$ cat src/jse_pkg.sv
// ----------------------------------------------------------------------------
// jse_pkg
// Types, character codes and helpers of the JSON string escaper.
// ----------------------------------------------------------------------------
package jse_pkg;

	// Escape classes
	localparam logic [1:0] KIND_PLAIN = 2'd0; // copied byte
	localparam logic [1:0] KIND_SHORT = 2'd1; // backslash plus one char
	localparam logic [1:0] KIND_U1    = 2'd2; // one \uXXXX
	localparam logic [1:0] KIND_U2    = 2'd3; // surrogate pair, two \uXXXX

	localparam logic [6:0] CH_QUOTE  = 7'h22;
	localparam logic [6:0] CH_BSLASH = 7'h5C;
	localparam logic [6:0] CH_U      = 7'h75;
	localparam logic [6:0] CH_T      = 7'h74;
	localparam logic [6:0] CH_N      = 7'h6E;
	localparam logic [6:0] CH_R      = 7'h72;
	localparam logic [6:0] CH_F      = 7'h66;
	localparam logic [6:0] CH_B      = 7'h62;

	localparam logic [20:0] SUPP_BASE = 21'h10000;
	localparam logic [5:0]  HI_SURR   = 6'b110110; // 0xD800 >> 10
	localparam logic [5:0]  LO_SURR   = 6'b110111; // 0xDC00 >> 10
	localparam logic [3:0]  U_LEN     = 4'd6;

	typedef struct packed {
		logic [20:0] code_point;
		logic        string_start;
		logic        string_end;
		logic        string_empty;
	} char_item_t;

	typedef struct packed {
		logic [6:0] out_byte;
		logic       last_byte;
	} byte_item_t;

	// Classified item as queued between front and back
	typedef struct packed {
		logic        empty;
		logic        start;
		logic [1:0]  kind;
		logic [6:0]  ch;
		logic [15:0] hi;
		logic [15:0] lo;
		logic [3:0]  len;
	} desc_t;

	typedef struct packed {
		logic  valid;
		desc_t desc;
	} q_head_t;

	function automatic logic [6:0] hex_digit(input logic [3:0] nib);
		logic [6:0] r;
		if (nib < 4'd10) begin
			r = 7'h30 + {3'b000, nib};
		end else begin
			r = 7'h57 + {3'b000, nib};
		end
		return r;
	endfunction

	function automatic logic [3:0] body_len(input logic [1:0] kind);
		logic [3:0] r;
		case (kind)
			KIND_PLAIN: r = 4'd1;
			KIND_SHORT: r = 4'd2;
			KIND_U1:    r = U_LEN;
			KIND_U2:    r = 4'd12;
			default:    r = 4'd1;
		endcase
		return r;
	endfunction

endpackage

$ cat src/jse_stream_if.sv
// ----------------------------------------------------------------------------
// jse_char_if / jse_byte_if
// Valid/ready channels for code points in and escaped bytes out.
// ----------------------------------------------------------------------------
interface jse_char_if;
	import jse_pkg::*;
	logic       valid;
	logic       ready;
	char_item_t data;
	modport source (output valid, output data, input ready);
	modport sink (input valid, input data, output ready);
endinterface

interface jse_byte_if;
	import jse_pkg::*;
	logic       valid;
	logic       ready;
	byte_item_t data;
	modport source (output valid, output data, input ready);
	modport sink (input valid, input data, output ready);
endinterface

$ cat src/jse_front.sv
// ----------------------------------------------------------------------------
// jse_front
// Accepts code points and classifies each into an escape descriptor.
// ----------------------------------------------------------------------------
module jse_front (
	jse_char_if.sink      code,
	input  logic          full,
	output logic          push,
	output jse_pkg::desc_t desc
);
	import jse_pkg::*;

	logic [20:0] cp;
	logic [19:0] off;
	logic        is_qb;
	logic        is_short;
	logic [6:0]  short_ch;
	logic        is_ctrl;
	logic [1:0]  kind;
	logic [3:0]  flags;

	assign cp  = code.data.code_point;
	// only the low 20 bits of the offset feed the surrogate halves
	assign off = cp[19:0] - SUPP_BASE[19:0];

	assign is_qb   = (cp == {14'd0, CH_QUOTE}) || (cp == {14'd0, CH_BSLASH});
	assign is_ctrl = (cp < 21'h20) || (cp >= 21'h7F);

	always_comb begin
		is_short = 1'b1;
		short_ch = CH_T;
		case (cp)
			21'h09:  short_ch = CH_T;
			21'h0A:  short_ch = CH_N;
			21'h0D:  short_ch = CH_R;
			21'h0C:  short_ch = CH_F;
			21'h08:  short_ch = CH_B;
			default: is_short = 1'b0;
		endcase
	end

	always_comb begin
		if (is_qb) begin
			kind = KIND_SHORT;
		end else if (cp >= SUPP_BASE) begin
			kind = KIND_U2;
		end else if (cp >= 21'd256) begin
			kind = KIND_U1;
		end else if (is_short) begin
			kind = KIND_SHORT;
		end else if (is_ctrl) begin
			kind = KIND_U1;
		end else begin
			kind = KIND_PLAIN;
		end
	end

	assign flags = {3'b000, code.data.string_start} + {3'b000, code.data.string_end};

	always_comb begin
		desc.empty = code.data.string_empty;
		desc.start = code.data.string_start;
		desc.kind  = kind;
		desc.ch    = is_short && !is_qb ? short_ch : cp[6:0];
		if (kind == KIND_U2) begin
			desc.hi = {HI_SURR, off[19:10]};
			desc.lo = {LO_SURR, off[9:0]};
		end else begin
			desc.hi = cp[15:0];
			desc.lo = cp[15:0];
		end
		desc.len = code.data.string_empty ? 4'd2 : flags + body_len(kind);
	end

	assign code.ready = !full;
	assign push       = code.valid && !full;

endmodule

$ cat src/jse_queue.sv
// ----------------------------------------------------------------------------
// jse_queue
// Two-entry descriptor queue between the classifier and the byte sequencer.
// ----------------------------------------------------------------------------
module jse_queue (
	input  logic            clk,
	input  logic            arst_n,
	input  logic            push,
	input  jse_pkg::desc_t  desc,
	output logic            full,
	input  logic            pop,
	output jse_pkg::q_head_t head
);
	import jse_pkg::*;

	desc_t      mem_q [2];
	logic       wr_ptr_q;
	logic       rd_ptr_q;
	logic [1:0] cnt_q;

	assign full       = (cnt_q == 2'd2);
	assign head.valid = (cnt_q != 2'd0);
	assign head.desc  = mem_q[rd_ptr_q];

	always_ff @(posedge clk) begin
		if (push) begin
			mem_q[wr_ptr_q] <= desc;
		end
	end

	always_ff @(posedge clk or negedge arst_n) begin
		if (!arst_n) begin
			wr_ptr_q <= 1'b0;
			rd_ptr_q <= 1'b0;
			cnt_q    <= 2'd0;
		end else begin
			if (push) begin
				wr_ptr_q <= !wr_ptr_q;
			end
			if (pop) begin
				rd_ptr_q <= !rd_ptr_q;
			end
			cnt_q <= cnt_q + {1'b0, push} - {1'b0, pop};
		end
	end

endmodule

$ cat src/jse_back.sv
// ----------------------------------------------------------------------------
// jse_back
// Walks the head descriptor one byte per cycle, while text.ready does not stall it, into the output register.
// ----------------------------------------------------------------------------
module jse_back (
	input  logic             clk,
	input  logic             arst_n,
	input  jse_pkg::q_head_t head,
	output logic             pop,
	jse_byte_if.source       text
);
	import jse_pkg::*;

	logic [3:0]  idx_q;
	logic        out_v_q;
	byte_item_t  out_q;

	desc_t       d;
	logic [3:0]  b;
	logic [3:0]  blen;
	logic        second;
	logic [2:0]  j;
	logic [15:0] val;
	logic [6:0]  body_byte;
	logic [6:0]  cur_byte;
	logic        last;
	logic        advance;

	assign d      = head.desc;
	assign b      = idx_q - {3'b000, d.start};
	assign blen   = body_len(d.kind);
	assign second = (d.kind == KIND_U2) && (b >= U_LEN);
	assign j      = second ? 3'(b - U_LEN) : b[2:0];
	assign val    = second ? d.lo : d.hi;

	always_comb begin
		case (d.kind)
			KIND_PLAIN: body_byte = d.ch;
			KIND_SHORT: body_byte = (b == 4'd0) ? CH_BSLASH : d.ch;
			default: begin
				case (j)
					3'd0:    body_byte = CH_BSLASH;
					3'd1:    body_byte = CH_U;
					3'd2:    body_byte = hex_digit(val[15:12]);
					3'd3:    body_byte = hex_digit(val[11:8]);
					3'd4:    body_byte = hex_digit(val[7:4]);
					3'd5:    body_byte = hex_digit(val[3:0]);
					default: body_byte = CH_BSLASH;
				endcase
			end
		endcase
	end

	always_comb begin
		if (d.empty) begin
			cur_byte = CH_QUOTE;
		end else if (d.start && idx_q == 4'd0) begin
			cur_byte = CH_QUOTE;
		end else if (b >= blen) begin
			cur_byte = CH_QUOTE;
		end else begin
			cur_byte = body_byte;
		end
	end

	assign last    = (idx_q == d.len - 4'd1);
	assign advance = !out_v_q || text.ready;
	assign pop     = advance && head.valid && last;

	always_ff @(posedge clk) begin
		if (advance && head.valid) begin
			out_q.out_byte  <= cur_byte;
			out_q.last_byte <= last;
		end
	end

	always_ff @(posedge clk or negedge arst_n) begin
		if (!arst_n) begin
			idx_q   <= 4'd0;
			out_v_q <= 1'b0;
		end else if (advance) begin
			out_v_q <= head.valid;
			if (head.valid) begin
				// restart the byte walk on the next item
				idx_q <= last ? 4'd0 : idx_q + 4'd1;
			end
		end
	end

	assign text.valid = out_v_q;
	assign text.data  = out_q;

endmodule

$ cat src/json_string_escaper.sv
// A code point accepted into the queue is walked from the queue head into the output register.
// Throughput: one output byte per cycle while text.ready does not stall the output; an item
// has 1 byte for a copied char up to 14 bytes for a quoted surrogate pair.
// A two-entry queue decouples classification from byte output.
// Reset (arst_n low) empties the queue and the output register at once.
// ----------------------------------------------------------------------------
// json_string_escaper
// Escapes one Unicode code point per transaction into JSON ASCII bytes.
// ----------------------------------------------------------------------------
module json_string_escaper (
	input logic      clk,
	input logic      arst_n,
	jse_char_if.sink   code,
	jse_byte_if.source text
);
	import jse_pkg::*;

	logic    push;
	logic    full;
	logic    pop;
	desc_t   desc;
	q_head_t head;

	jse_front u_front (
		.code (code),
		.full (full),
		.push (push),
		.desc (desc)
	);

	jse_queue u_queue (
		.clk    (clk),
		.arst_n (arst_n),
		.push   (push),
		.desc   (desc),
		.full   (full),
		.pop    (pop),
		.head   (head)
	);

	jse_back u_back (
		.clk    (clk),
		.arst_n (arst_n),
		.head   (head),
		.pop    (pop),
		.text   (text)
	);

endmodule

$ cat src/flat_wrapper.sv
// flat-port wrapper written by rule: the top's interface ports become plain ports
module json_string_escaper_flat import jse_pkg::*;
  (clk, arst_n, code_valid, code_data, code_ready, text_valid, text_data, text_ready);
  jse_char_if code_i ();
  jse_byte_if text_i ();
  input logic clk;
  input logic arst_n;
  input wire logic [$bits(code_i.valid)-1:0] code_valid;
  input wire logic [$bits(code_i.data)-1:0] code_data;
  output wire logic [$bits(code_i.ready)-1:0] code_ready;
  output wire logic [$bits(text_i.valid)-1:0] text_valid;
  output wire logic [$bits(text_i.data)-1:0] text_data;
  input wire logic [$bits(text_i.ready)-1:0] text_ready;
  assign code_i.valid = code_valid;
  assign code_i.data = code_data;
  assign code_ready = code_i.ready;
  assign text_valid = text_i.valid;
  assign text_data = text_i.data;
  assign text_i.ready = text_ready;
  json_string_escaper u_core (.clk(clk), .arst_n(arst_n), .code(code_i), .text(text_i));
endmodule
$ cat config.mk
export PLATFORM = sky130hd
export DESIGN_NAME = json_string_escaper_flat
export DESIGN_NICKNAME = d
export VERILOG_FILES = /design/src/jse_pkg.sv /design/src/jse_stream_if.sv /design/src/jse_front.sv /design/src/jse_queue.sv /design/src/jse_back.sv /design/src/json_string_escaper.sv /design/src/flat_wrapper.sv
export SDC_FILE = /design/constraint.sdc
export NUM_CORES = 1
export LEC_CHECK = 0
export ABC_CLOCK_PERIOD_IN_PS = 4750
export BUFFER_PORTS_ARGS = -buffer_cell sky130_fd_sc_hd__buf_2
export CELL_PAD_IN_SITES_DETAIL_PLACEMENT = 0
export CELL_PAD_IN_SITES_GLOBAL_PLACEMENT = 1
export CORE_MARGIN = 1
export CORE_UTILIZATION = 50
export DETAILED_ROUTE_END_ITERATION = 16
export PLACE_DENSITY = 0.88
export SYNTH_ARGS = -nofsm -noshare
export SYNTH_HDL_FRONTEND = slang
export SYNTH_SLANG_ARGS = --single-unit
export TNS_END_PERCENT = 10
$ cat constraint.sdc
create_clock -name clk -period 4.75 [get_ports clk]
set_clock_uncertainty 0.05 [all_clocks]
set_input_delay 1.425 -clock clk [delete_from_list [all_inputs] [get_ports clk]]
set_output_delay 1.425 -clock clk [all_outputs]
set_load 0.05 [all_outputs]
After elaboration in Yosys (flattened, before gate mapping)
Memory sizes are Yosys's and may differ from the RTL's.
Index checks and enable logic that the tools add are counted.
{"block": "totals", "elab_cells": 101, "memories": 1, "mem_bits_rw": 94, "latchBits": 0, "romBits": 0, "inputBits": 28, "reg_bits": 17}
{"memory": "u_core.u_queue.mem_q", "words": 2, "width": 47, "read_ports": 1, "rd_clocked_by_memory_dff": 0, "wr": 1, "line_no": "jse_queue.sv:16", "source": "desc_t mem_q [2];"}
{"block": "classes", "n_mul": 0, "order_cmp": 10, "addsub": 17, "n_bitwise": 0, "n_reduce_logical": 22, "muxes": 24, "shifts": 0, "eq_ne": 20, "div_mod_pow": 0}
{"op": "== test 21 x 4 -> 1 bit, second input constant", "n": 5}
{"op": "2-to-1 mux 7 bit", "n": 6}
{"op": "one-hot mux 7 bit (5 select lines)", "n": 1}
{"op": "2-to-1 mux 32 bit", "n": 1}
{"op": "one-hot mux 4 bit (4 select lines)", "n": 2}
{"op": "adder 6 x 4 -> 7 bit, first input constant", "n": 4}
{"op": "adder 7 x 4 -> 7 bit, first input constant", "n": 4}
{"op": "== test 21 x 6 -> 1 bit, second input constant", "n": 1}
{"op": "== test 21 x 7 -> 1 bit, second input constant", "n": 1}
{"op": "greater-or-equal comparator 21 x 17 -> 1 bit, second input constant", "n": 1}
{"op": "greater-or-equal comparator 21 x 7 -> 1 bit, second input constant", "n": 1}
{"op": "greater-or-equal comparator 21 x 9 -> 1 bit, second input constant", "n": 1}
{"op": "less-than comparator 21 x 6 -> 1 bit, second input constant", "n": 1}
{"op": "one-hot mux 5 bit (4 select lines)", "n": 1}
{"op": "subtractor 20 x 17 -> 20 bit, second input constant", "n": 1}
{"op": "less-than comparator 4 bit, second input constant", "n": 4}
{"op": "2-to-1 mux 16 bit", "n": 1}
{"op": "one-hot mux 7 bit (2 select lines)", "n": 1}
{"op": "== test 2 bit, second input constant", "n": 5}
{"op": "2-to-1 mux 2 bit", "n": 5}
{"op": "logical NOT 4 bit", "n": 2}
{"op": "2-to-1 mux 4 bit", "n": 2}
{"op": "== test 3 x 2 -> 1 bit, second input constant", "n": 2}
{"op": "== test 3 bit, second input constant", "n": 2}
{"op": "23 further kinds", "n": 38}

Logic depth before layout (Yosys ltp)
Gate-level depths: netlist of run 1.
{"block": "depth", "depth_word": 11, "depth_mapped": 16, "ltp_nobuf": 13}

By module
A second synthesis of run 1 with hierarchy kept.
{"block": "unflattened", "cells_unflattened": 500, "area_unflattened_um2": 6358.6}
{"module": "jse_queue", "area_each_um2": 3669.8, "cells_per_inst": 161, "instances": 1}
{"module": "jse_back", "area_each_um2": 1908.1, "cells_per_inst": 227, "instances": 1}
{"module": "jse_front", "area_each_um2": 780.7, "cells_per_inst": 112, "instances": 1}

Worst setup path before layout of run 1
Ideal clock, no wire load.
{"block": "synth_timing", "kind": "input -> register", "from": "in code_data[15]", "to": "mem u_core.u_queue.mem_q[0][3] (netlist bit) (data pin)", "required_ns": 4.443, "path_stages": 10, "setup_slack_ns": 0.634, "arrival_time_ns": 3.810, "cell_sequence": "or4_1 nor4b_2 a41oi_1 a31oi_1 inv_1 ha_1 fa_1 nand2_1 xor2_1 nor2_1"}
{"item": "from (decl)", "line_no": "flat_wrapper.sv:9", "source": "input wire logic [$bits(code_i.data)-1:0] code_data;"}
{"item": "to (decl)", "line_no": "jse_queue.sv:16"}

==> results of run 1 <==
final cells by class:
type                            count  area share (%)
Timing Repair Buffer               41           3.606
Clock inverter                      7          0.9644
Inverter                           35           2.201
Clock buffer                        9           2.075
Sequential cell                   101           50.08
Tap cell                          136           2.851
Multi-Input combinational cell    274           38.22
registers in the layout, indices dropped and copies added, names as in the netlist:
| signal | flops |
|---|---|
| u_core.u_queue.mem_q | 84 |
| u_core.u_back.text.data | 8 |
| u_core.u_back.idx_q | 4 |
| u_core.u_queue.cnt_q | 2 |
| u_core.u_back.text.valid | 1 |
| u_core.u_queue.rd_ptr_q | 1 |
| u_core.u_queue.wr_ptr_q | 1 |
power groups by stage:
stage	combinational (W)	sequential [W]	clock [W]
floorplan	0.00137	0.00147	0
finish	0.00192	0.00135	0.000502
detailed placement	0.00191	0.00138	0
CTS	0.00192	0.00136	0.000510
global placement	0.00189	0.00136	0
global route	0.00210	0.00138	0.000537
worst paths after layout:
kind	startpoint	endpoint	slack [ns]	cells past startpoint
worst min register to register	u_core.u_back.text.valid	u_core.u_back.text.valid	0.45	2
worst min-delay path	u_core.u_back.text.valid	u_core.u_back.text.valid	0.45	2
max in group asynchronous	arst_n	u_core.u_queue.rd_ptr_q	3.62	1
min in group asynchronous	arst_n	u_core.u_queue.cnt_q[1]	0.84	1
worst max register to register	u_core.u_queue.rd_ptr_q	u_core.u_back.text.data[5]	1.07	10
worst max-delay path	code_data[15]	u_core.u_queue.mem_q[1][3]	0.61	12
worst register-to-register path, delay by kind of cell (launching register included):
family | cells | cell delay [ns]
AND/OR/NAND/NOR | 1 | 0.27
multiplexers | 2 | 0.71
XOR/XNOR | 1 | 0.19
flip-flops | 1 | 0.42
adder cells (fa/ha/maj) | 2 | 0.46
AO/OA/AOI/OAI | 4 | 1.32
synthesized netlist by cell type (4+ instances only):
library cell and n:
sky130_fd_sc_hd__a21oi_1 15, sky130_fd_sc_hd__a31oi_1 8, sky130_fd_sc_hd__and2_1 5, sky130_fd_sc_hd__buf_2 7
sky130_fd_sc_hd__dfrtp_1 9, sky130_fd_sc_hd__edfxtp_1 92, sky130_fd_sc_hd__ha_1 21, sky130_fd_sc_hd__inv_1 34
sky130_fd_sc_hd__mux2_2 9, sky130_fd_sc_hd__mux2i_1 21, sky130_fd_sc_hd__mux4_1 12, sky130_fd_sc_hd__nand2_1 19
sky130_fd_sc_hd__nand2b_1 6, sky130_fd_sc_hd__nand3_1 8, sky130_fd_sc_hd__nand4_1 5, sky130_fd_sc_hd__nor2_1 30
sky130_fd_sc_hd__nor2b_1 5, sky130_fd_sc_hd__nor3_1 6, sky130_fd_sc_hd__nor4_1 4, sky130_fd_sc_hd__o21a_1 5
sky130_fd_sc_hd__o21ai_0 18, sky130_fd_sc_hd__or2_2 5, sky130_fd_sc_hd__xnor2_1 11, sky130_fd_sc_hd__xor2_1 4
stage by stage:
stage | hold slack [ns] | setup slack [ns] | cells | area (um^2) | util (%)
finish | 0.4502 | 0.6130 | 603 | 5968 | 57.04
global route | 0.5064 | 0.4392 | 603 | 5968 | 57.04
CTS | 0.4616 | 0.6140 | 603 | 5968 | 57.04
detailed placement | 0.4385 | 0.2262 | 587 | 5787 | 55.31
global placement | 0.4302 | 0.4156 | 587 | 5787 | 55.31
floorplan | 0.4108 | 0.6337 | 419 | 5449 | -
placed cells by master, fill, tap and decap left out, types with 9 or more instances in the layout:
cell                        n
sky130_fd_sc_hd__mux2i_1   21
sky130_fd_sc_hd__nand2_1   19
sky130_fd_sc_hd__o21ai_0   18
sky130_fd_sc_hd__ha_1      21
sky130_fd_sc_hd__mux4_1    12
sky130_fd_sc_hd__buf_2     37
sky130_fd_sc_hd__nor2_1    29
sky130_fd_sc_hd__a21oi_1   15
sky130_fd_sc_hd__inv_1     34
sky130_fd_sc_hd__edfxtp_1  92
sky130_fd_sc_hd__clkbuf_8   9
sky130_fd_sc_hd__xnor2_1   11
sky130_fd_sc_hd__mux2_2     9
kinds of logic after synthesis:
| logic type | Yosys count | synth area share [%] |
|---|---|---|
| AND/OR/NAND/NOR | 110 | 10.77 |
| adder cells (fa/ha/maj) | 22 | 5.189 |
| flip-flops | 101 | 54.83 |
| multiplexers | 44 | 12.33 |
| AO/OA/AOI/OAI | 81 | 10.20 |
| XOR/XNOR | 17 | 3.215 |
| buffers and inverters | 44 | 3.467 |
layer usage:
layer | up-vias | share of wire (%)
met3 | 18 | 5.0
met1 | 1693 | 45
met2 | 94 | 48
met5 | - | 0
met4 | 0 | 2.0
li1 | 1687 | -
==> flow_summary.json, run 1 <==
{
  "synth_largest_area_cell": "sky130_fd_sc_hd__edfxtp_1",
  "final_layout_size_suffix_gt1_share_pct": 18.42,
  "fin_crit_sh_pct": 87.09,
  "wirelength_routed_um": 10650,
  "power_switching_share_pct": 42.39,
  "p_sw_w": 0.001599,
  "gp_congestion": 0.8477,
  "ys_top_cells_by_area": "sky130_fd_sc_hd__edfxtp_1 (51%), sky130_fd_sc_hd__mux4_1 (5.8%), sky130_fd_sc_hd__ha_1 (4.8%), sky130_fd_sc_hd__dfrtp_1 (4.1%), sky130_fd_sc_hd__mux2i_1 (3.9%)",
  "grt.met2_usage_pct": 33.02,
  "clock_input_transition_at_the_sequential_cells_of_the_worst_setup_and_hold_paths_ns": 0.10,
  "area_of_the_multi_input_gates_um2": 2281,
  "critical_path_arrival_ns": 4.22,
  "fp.dieW_um": 106.4,
  "first_global_vias": 3369,
  "status": "finished clean",
  "ctsHtreeMaxLevel": 3,
  "critical_path_required_ns": 4.83,
  "slew_headroom_pct": 33.51,
  "grtUsageMet1_pct": 26.47,
  "power.combinational.fraction_pct": 50.8,
  "ctsHoldBuffers": 0,
  "crit_fanout": 5,
  "total_routing_resource_utilization_after_global_routing_pct": 19.94,
  "crit_slowest_cell": "sky130_fd_sc_hd__or4_1",
  "layout.area.seq_um2": 2989,
  "ys_async_sr_fraction_pct": 8.911,
  "min_path_type": "flip-flop to flip-flop",
  "postCtsSetupRepairBufs": 0,
  "layout.filler_cells": 888,
  "power_total_w": 0.003773,
  "pin_count_of_the_biggest_net_entering_global_routing": 43,
  "report.final.hold_viol_count": 0,
  "synthesis.instances": 419,
  "cp-end-kind": "flip-flop",
  "yosysWarnings": 0,
  "layout_min_cycle_time_ns": 4.137,
  "number_of_register_bits_inferred_by_synthesis": 101,
  "path_delay_family": "simple AND/OR/NAND/NOR gates",
  "p_clk_share_pct": 13.3,
  "cts_repair_resize_count": 0,
  "clock_tree.buffer_depth": 2,
  "mappedNetlistNets": 469,
  "skew_pair_late_insertion_delay_ns": 0.36,
  "floorplan.io_pins": 38,
  "cts_inserted_buffers": 9,
  "global_route.peak_usage_layer": "met2",
  "power.internal_w": 0.002173,
  "dr_total_vias": 3492,
  "worst-path-buf-inv": 2,
  "yosysUniqueCellTypes": 69,
  "cp_cell_sequence": "buf_2, or4_1, nor4b_2, nand4_1, nor4_1, or3b_2, inv_1, ha_1, fa_1, nand2_1, xor2_1, nor2_1",
  "drt-initial-drc-count": 132,
  "leakage_nw": 2.242,
  "area_growth_pct": 9.529,
  "worstMarginPinSlew_ns": 0.9974,
  "grt_first_pass_wirelength_um": 16870,
  "clock_tree_from_tritoncts": "done",
  "core-area_um2": 10460,
  "cts.root.buffer_cell": "sky130_fd_sc_hd__clkbuf_8",
  "grt.overflow.total": 0,
  "placement_rows": 37,
  "initial_utilization_pct": 52.08,
  "numPortBuffers": 37,
  "critPathMaxStageDelay_ns": 0.56,
  "drc": 0,
  "firstDrtPassIters": 4,
  "nNetsFinal": 512,
  "post_synth.cell_area_avg_um2": 13.00,
  "number_of_clock_sinks": 101,
  "hpwlAfterDp_um": 7846,
  "max_cap_viol_count": 0,
  "via_per_inst": 5.791,
  "synth_sequential_area_ratio_pct": 54.83,
  "critical_path_class": "primary input to flip-flop",
  "achievable-frequency_ghz": 0.2417,
  "count_of_flip_flops_with_a_built_in_enable_after_synthesis": 92,
  "dieArea_um2": 11320,
  "setup.worst_path.start_class": "primary input",
  "dominantRegCellSynth": "sky130_fd_sc_hd__edfxtp_1",
  "drtAntennaViolNets": 0,
  "power_frac_seq_pct": 35.9,
  "die_y_um": 106.4,
  "grtUsageMet3_pct": 3.127,
  "finalSetupViolCount": 0,
  "initial_antenna_violation_count": 0,
  "power.density_nw_per_um2": 632.1,
  "slew_viol_final": 0,
  "post-synth-top-area-fraction_pct": 50.70,
  "irDropWorstVdd_uv": 337.6,
  "post_synth_instance_area_um2": 5449,
  "wl_per_cell_um": 17.67,
  "n_antenna_cell": 0,
  "grt_setup_unrepaired": "false",
  "tns_ns": 0
}
No activity file was read; power rests on OpenSTA's default activity.
==> inputs of run 2 (changes only) <==
--- a/config.mk
+++ b/config.mk
@@ -5,14 +5,14 @@
 export SDC_FILE = /design/constraint.sdc
 export NUM_CORES = 1
 export LEC_CHECK = 0
-export ABC_CLOCK_PERIOD_IN_PS = 4750
+export ABC_CLOCK_PERIOD_IN_PS = 5350
 export BUFFER_PORTS_ARGS = -buffer_cell sky130_fd_sc_hd__buf_2
 export CELL_PAD_IN_SITES_DETAIL_PLACEMENT = 0
 export CELL_PAD_IN_SITES_GLOBAL_PLACEMENT = 1
 export CORE_MARGIN = 1
-export CORE_UTILIZATION = 50
+export CORE_UTILIZATION = 54
 export DETAILED_ROUTE_END_ITERATION = 16
-export PLACE_DENSITY = 0.88
+export PLACE_DENSITY = 0.93
 export SYNTH_ARGS = -nofsm -noshare
 export SYNTH_HDL_FRONTEND = slang
 export SYNTH_SLANG_ARGS = --single-unit
==> constraint.sdc (replaced) <==
create_clock -name clk -period 5.35 [get_ports clk]
set_clock_uncertainty 0.05 [all_clocks]
set_input_delay 1.605 -clock clk [delete_from_list [all_inputs] [get_ports clk]]
set_output_delay 1.605 -clock clk [all_outputs]
set_load 0.05 [all_outputs]
==> flow_summary.json, run 2 (same netlist as run 1, synthesis figures left out) <==
{
  "slew_viol_final": 0,
  "layout.cells.most_common": "sky130_fd_sc_hd__edfxtp_1",
  "p_sw_w": 0.001408,
  "area_of_the_multi_input_gates_um2": 2281,
  "min_path_type": "flip-flop to flip-flop",
  "power_frac_seq_pct": 37.0,
  "ctsHtreeMaxLevel": 3,
  "achievable-frequency_ghz": 0.2289,
  "ctsHoldBuffers": 0,
  "area_growth_pct": 8.886,
  "n_antenna_cell": 0,
  "postCtsSetupRepairBufs": 0,
  "setup.worst_path.start_class": "primary input",
  "initial_antenna_violation_count": 0,
  "grt.overflow.total": 0,
  "drtAntennaViolNets": 0,
  "skew_pair_late_insertion_delay_ns": 0.36,
  "whs_ns": 0.4649,
  "fp.dieW_um": 102.5,
  "via_per_inst": 5.794,
  "mostFrequentLayoutCells": "sky130_fd_sc_hd__edfxtp_1 (92), sky130_fd_sc_hd__buf_2 (37), sky130_fd_sc_hd__inv_1 (34), sky130_fd_sc_hd__nor2_1 (29)",
  "numPortBuffers": 37,
  "grt_first_pass_wirelength_um": 17420,
  "power_switching_share_pct": 42.33,
  "crit_fanout": 5,
  "number_of_clock_sinks": 101,
  "largest_register_ffs": 84,
  "final_layout_size_suffix_gt1_share_pct": 17.63,
  "cts_inserted_buffers": 9,
  "layout.filler_cells": 783,
  "rrSetupSlack_ns": 1.31,
  "grt.met2_usage_pct": 38.67,
  "grtUsageMet1_pct": 29.17,
  "wl_per_cell_um": 18.21,
  "critical_path_arrival_ns": 4.43,
  "leakage_nw": 2.220,
  "first_global_vias": 3550,
  "slew_headroom_pct": 20.91,
  "max_cap_viol_count": 0,
  "p_clk_share_pct": 12.5,
  "die_y_um": 102.5,
  "worstMarginPinSlew_ns": 1.184,
  "fin_crit_sh_pct": 81.65,
  "placement_rows": 36,
  "clock_input_transition_at_the_sequential_cells_of_the_worst_setup_and_hold_paths_ns": 0.10,
  "layout.area.seq_um2": 2989,
  "global_route.peak_usage_layer": "met2",
  "drc": 0,
  "power.internal_w": 0.001918,
  "cp-end-kind": "flip-flop",
  "dr_total_vias": 3465,
  "clock_tree.buffer_depth": 2,
  "power.combinational.fraction_pct": 50.5,
  "regMostFlops": "u_core.u_queue.mem_q",
  "critical_path_class": "primary input to flip-flop",
  "drt-initial-drc-count": 154,
  "tns_ns": 0,
  "initial_utilization_pct": 55.75,
  "report.final.hold_viol_count": 0,
  "irDropWorstVdd_uv": 321.2,
  "hpwlAfterDp_um": 8086,
  "core-area_um2": 9774,
  "finalSetupViolCount": 0,
  "wirelength_routed_um": 10890,
  "grtUsageMet3_pct": 4.036,
  "floorplan.io_pins": 38,
  "cts_repair_resize_count": 0,
  "total_routing_resource_utilization_after_global_routing_pct": 22.62,
  "critical_path_required_ns": 5.41,
  "grt_setup_unrepaired": "false",
  "gp_congestion": 0.9031,
  "firstDrtPassIters": 5,
  "status": "finished clean",
  "nNetsFinal": 510,
  "pin_count_of_the_biggest_net_entering_global_routing": 43,
  "dieArea_um2": 10500,
  "layout_min_cycle_time_ns": 4.368,
  "power.density_nw_per_um2": 560.6,
  "clock_tree_from_tritoncts": "done",
  "cts.root.buffer_cell": "sky130_fd_sc_hd__clkbuf_8"
}
run 2: layer usage:
| layer | wire [um] | vias to the layer above |
|---|---|---|
| met5 | 0 | - |
| met4 | 214 | 0 |
| met1 | 4766 | 1666 |
| met2 | 5471 | 96 |
| met3 | 438 | 18 |
| li1 | - | 1685 |
run 2: worst max-delay path, stage by stage:
cell,delay (ns)
sky130_fd_sc_hd__buf_2,0.11
sky130_fd_sc_hd__or4_1,0.56
sky130_fd_sc_hd__nor4b_2,0.38
sky130_fd_sc_hd__a41oi_1,0.27
sky130_fd_sc_hd__a31oi_1,0.46
sky130_fd_sc_hd__inv_1,0.09
sky130_fd_sc_hd__ha_1,0.21
sky130_fd_sc_hd__fa_1,0.44
sky130_fd_sc_hd__nand2_1,0.10
sky130_fd_sc_hd__xor2_1,0.15
sky130_fd_sc_hd__nor2_1,0.07
run 2: power groups by stage:
stage	clock network [W]	registers (W)	logic, W
final	0.000415	0.00123	0.00168
after global placement	0	0.00123	0.00162
after floorplan	0	0.00131	0.00122
after detailed placement	0	0.00125	0.00167
after CTS	0.000421	0.00123	0.00167
after global routing	0.000453	0.00125	0.00182
run 2: through the flow:
stage | cells | setup WS (ns) | area, um^2 | total power, W | util, %
final | 598 | 0.9816 | 5933 | 0.003326 | 60.70
after floorplan | 419 | 1.054 | 5449 | 0.002527 | -
after detailed placement | 582 | 0.5864 | 5768 | 0.002917 | 59.01
after CTS | 598 | 0.9782 | 5933 | 0.003329 | 60.70
after global routing | 598 | 0.7811 | 5933 | 0.003531 | 60.70
after global placement | 582 | 0.7598 | 5768 | 0.002857 | 59.01
run 2: worst paths after layout:
path,depth (start not counted),from,to
max,11,code_data[15],u_core.u_queue.mem_q[0][3]
min,2,u_core.u_back.text.valid,u_core.u_back.text.valid
max reg2reg,10,u_core.u_queue.rd_ptr_q,u_core.u_back.text.data[1]
min reg2reg,2,u_core.u_back.text.valid,u_core.u_back.text.valid
max in group asynchronous,1,arst_n,u_core.u_queue.rd_ptr_q
min in group asynchronous,1,arst_n,u_core.u_queue.cnt_q[1]
run 2: final cells by class:
type / instances / area share [%]
Sequential cell: 101 / 50.38
Timing Repair Buffer: 39 / 3.374
Clock inverter: 7 / 0.6959
Multi-Input combinational cell: 274 / 38.44
Tap cell: 133 / 2.805
Inverter: 35 / 2.214
Clock buffer: 9 / 2.088
==> inputs of run 3 (changes only) <==
--- a/config.mk
+++ b/config.mk
@@ -5,14 +5,14 @@
 export SDC_FILE = /design/constraint.sdc
 export NUM_CORES = 1
 export LEC_CHECK = 0
-export ABC_CLOCK_PERIOD_IN_PS = 5350
+export ABC_CLOCK_PERIOD_IN_PS = 4300
 export BUFFER_PORTS_ARGS = -buffer_cell sky130_fd_sc_hd__buf_2
 export CELL_PAD_IN_SITES_DETAIL_PLACEMENT = 0
 export CELL_PAD_IN_SITES_GLOBAL_PLACEMENT = 1
 export CORE_MARGIN = 1
-export CORE_UTILIZATION = 54
+export CORE_UTILIZATION = 50
 export DETAILED_ROUTE_END_ITERATION = 16
-export PLACE_DENSITY = 0.93
+export PLACE_DENSITY = 0.88
 export SYNTH_ARGS = -nofsm -noshare
 export SYNTH_HDL_FRONTEND = slang
 export SYNTH_SLANG_ARGS = --single-unit
==> constraint.sdc (replaced) <==
create_clock -name clk -period 4.3 [get_ports clk]
set_clock_uncertainty 0.05 [all_clocks]
set_input_delay 1.29 -clock clk [delete_from_list [all_inputs] [get_ports clk]]
set_output_delay 1.29 -clock clk [all_outputs]
set_load 0.05 [all_outputs]
==> flow_summary.json, run 3 (same netlist as run 1, synthesis figures left out) <==
{
  "power_total_w": 0.004162,
  "irDropWorstVdd_uv": 403.1,
  "final-instance-count-excl-fill": 606,
  "fin_crit_sh_pct": 92.09,
  "min_path_type": "flip-flop to flip-flop",
  "drtAntennaViolNets": 0,
  "die_y_um": 106.4,
  "r2r.worst_path.cells": 11,
  "report.final.hold_viol_count": 0,
  "gp_congestion": 0.8901,
  "slew_viol_final": 0,
  "core-area_um2": 10460,
  "dieArea_um2": 11320,
  "first_global_vias": 3385,
  "layout.filler_cells": 896,
  "firstDrtPassIters": 5,
  "critical_path_arrival_ns": 4.02,
  "n_antenna_cell": 0,
  "clock_tree_from_tritoncts": "done",
  "numPortBuffers": 37,
  "regMostFlops": "u_core.u_queue.mem_q",
  "placedInstanceArea_um2": 5809,
  "ctsHoldBuffers": 0,
  "largest_register_ffs": 84,
  "mostFrequentLayoutCells": "sky130_fd_sc_hd__edfxtp_1 (92), sky130_fd_sc_hd__buf_2 (37), sky130_fd_sc_hd__inv_1 (34), sky130_fd_sc_hd__nor2_1 (29)",
  "max_cap_viol_count": 0,
  "crit_fanout": 4,
  "layout.area.seq_um2": 2989,
  "drc": 0,
  "placedCellCount": 590,
  "hpwlAfterDp_um": 7977,
  "holdPathEnd": "u_core.u_back.text.valid",
  "cp-end-kind": "flip-flop",
  "dr_total_vias": 3543,
  "number_of_clock_sinks": 101,
  "via_per_inst": 5.847,
  "status": "finished clean",
  "wl_per_cell_um": 17.71,
  "placement.setup.worst_slack_ns": -0.01502,
  "clock_input_transition_at_the_sequential_cells_of_the_worst_setup_and_hold_paths_ns": 0.10,
  "grt.overflow.total": 0,
  "total_routing_resource_utilization_after_global_routing_pct": 20.33,
  "layout_min_cycle_time_ns": 3.960,
  "critPathMaxStageDelay_ns": 0.56,
  "worst_hold_path_stage_count": 2,
  "nNetsFinal": 515,
  "setup.worst_path.start_class": "primary input",
  "postCtsSetupRepairBufs": 0,
  "area_of_the_multi_input_gates_um2": 2281,
  "skew_pair_late_insertion_delay_ns": 0.35,
  "cp_cell_sequence": "buf_2, or4_1, nor4b_2, a41oi_1, a31oi_1, inv_1, ha_1, fa_1, nand2_1, xor2_1, nor2_1",
  "wirelength_routed_um": 10730,
  "cts_repair_resize_count": 0,
  "fp.dieW_um": 106.4,
  "initial_utilization_pct": 52.08,
  "critical_path_class": "primary input to flip-flop",
  "timing.hold.worst.start": "u_core.u_back.text.valid",
  "drt-initial-drc-count": 174,
  "leakage_nw": 2.244,
  "power.density_nw_per_um2": 695.4,
  "slew_headroom_pct": 33.70,
  "worstMarginPinSlew_ns": 0.9945,
  "r2r_end": "u_core.u_back.text.data[1]",
  "rrSetupSlack_ns": 0.45,
  "placement_rows": 37,
  "area_growth_pct": 9.828,
  "cts_inserted_buffers": 9,
  "grt_first_pass_wirelength_um": 17330,
  "pin_count_of_the_biggest_net_entering_global_routing": 43,
  "initial_antenna_violation_count": 0,
  "post-route-cell-area_um2": 5984,
  "floorplan.io_pins": 38,
  "critical_path_required_ns": 4.36,
  "achievable-frequency_ghz": 0.2525,
  "final_util_pct": 57.20,
  "ctsHtreeMaxLevel": 3,
  "worst_slack_ns": 0.3400,
  "clock_tree.buffer_depth": 2,
  "final_layout_size_suffix_gt1_share_pct": 18.72,
  "cts.root.buffer_cell": "sky130_fd_sc_hd__clkbuf_8",
  "grt_setup_unrepaired": "false",
  "crit_slowest_cell": "sky130_fd_sc_hd__or4_1",
  "layout.cells.most_common": "sky130_fd_sc_hd__edfxtp_1",
  "finalSetupViolCount": 0,
  "r2r-start": "u_core.u_queue.rd_ptr_q"
}
==> run 3: cell types whose count changed in the layout (fill, tap and decap cells not counted), sizes merged <==
cell / before / now
clkinv: 5 / 2
clkbuf: 9 / 10
buf: 39 / 44
clkinvlp: 1 / 2
inv: 36 / 37
==> run 3: layout make-up <==
| type | count | share of cell area [%] |
|---|---|---|
| clock buffers | 10 | 2.133 |
| clock inverters | 6 | 0.7945 |
| inverters | 35 | 2.195 |
| multi-input cells | 274 | 38.11 |
| flip-flops and latches | 101 | 49.95 |
| well taps | 136 | 2.843 |
| repair buffers | 44 | 3.972 |
==> run 3: worst max-delay path, delay by kind of cell <==
family / cells / cell delay [ns]
and+or+nand+nor: 4 / 1.10
AOI/OAI and AO/OA: 2 / 0.64
adders and majority gates: 2 / 0.64
buffers and inverters: 2 / 0.20
xor gates and xnor gates: 1 / 0.16
==> run 3: per-layer routing <==
layer | track usage (%) | wire (um) | up-vias
met3 | 3.740 | 651 | 15
li1 | - | - | 1695
met1 | 29.10 | 4798 | 1703
met2 | 31.77 | 5092 | 130
met4 | 5.853 | 190 | 0
met5 | 0 | 0 | -
==> run 3: where the power goes <==
group | internal, W | switching [W] | total (W)
registers | 0.00139 | 0.000116 | 0.00150
logic | 0.000798 | 0.00133 | 0.00212
clock network | 0.000216 | 0.000319 | 0.000535
==> run 3: worst max-delay path by stage <==
stage	from	end	cells past startpoint
floorplan	code_data[15]	u_core.u_queue.mem_q[0][3]	10
CTS	code_data[15]	u_core.u_queue.mem_q[1][3]	11
detailed placement	code_data[15]	u_core.u_queue.mem_q[0][3]	11
finish	code_data[15]	u_core.u_queue.mem_q[0][3]	11
global route	code_data[15]	u_core.u_queue.mem_q[0][3]	12
global placement	code_data[15]	u_core.u_queue.mem_q[0][3]	11
==> run 3: stage by stage <==
step                TNS (ns)  hold slack (ns)
global placement           0           0.4303
floorplan                  0           0.4108
CTS                        0           0.4655
global route               0           0.5209
finish                     0           0.4521
detailed placement  -0.03002           0.4408
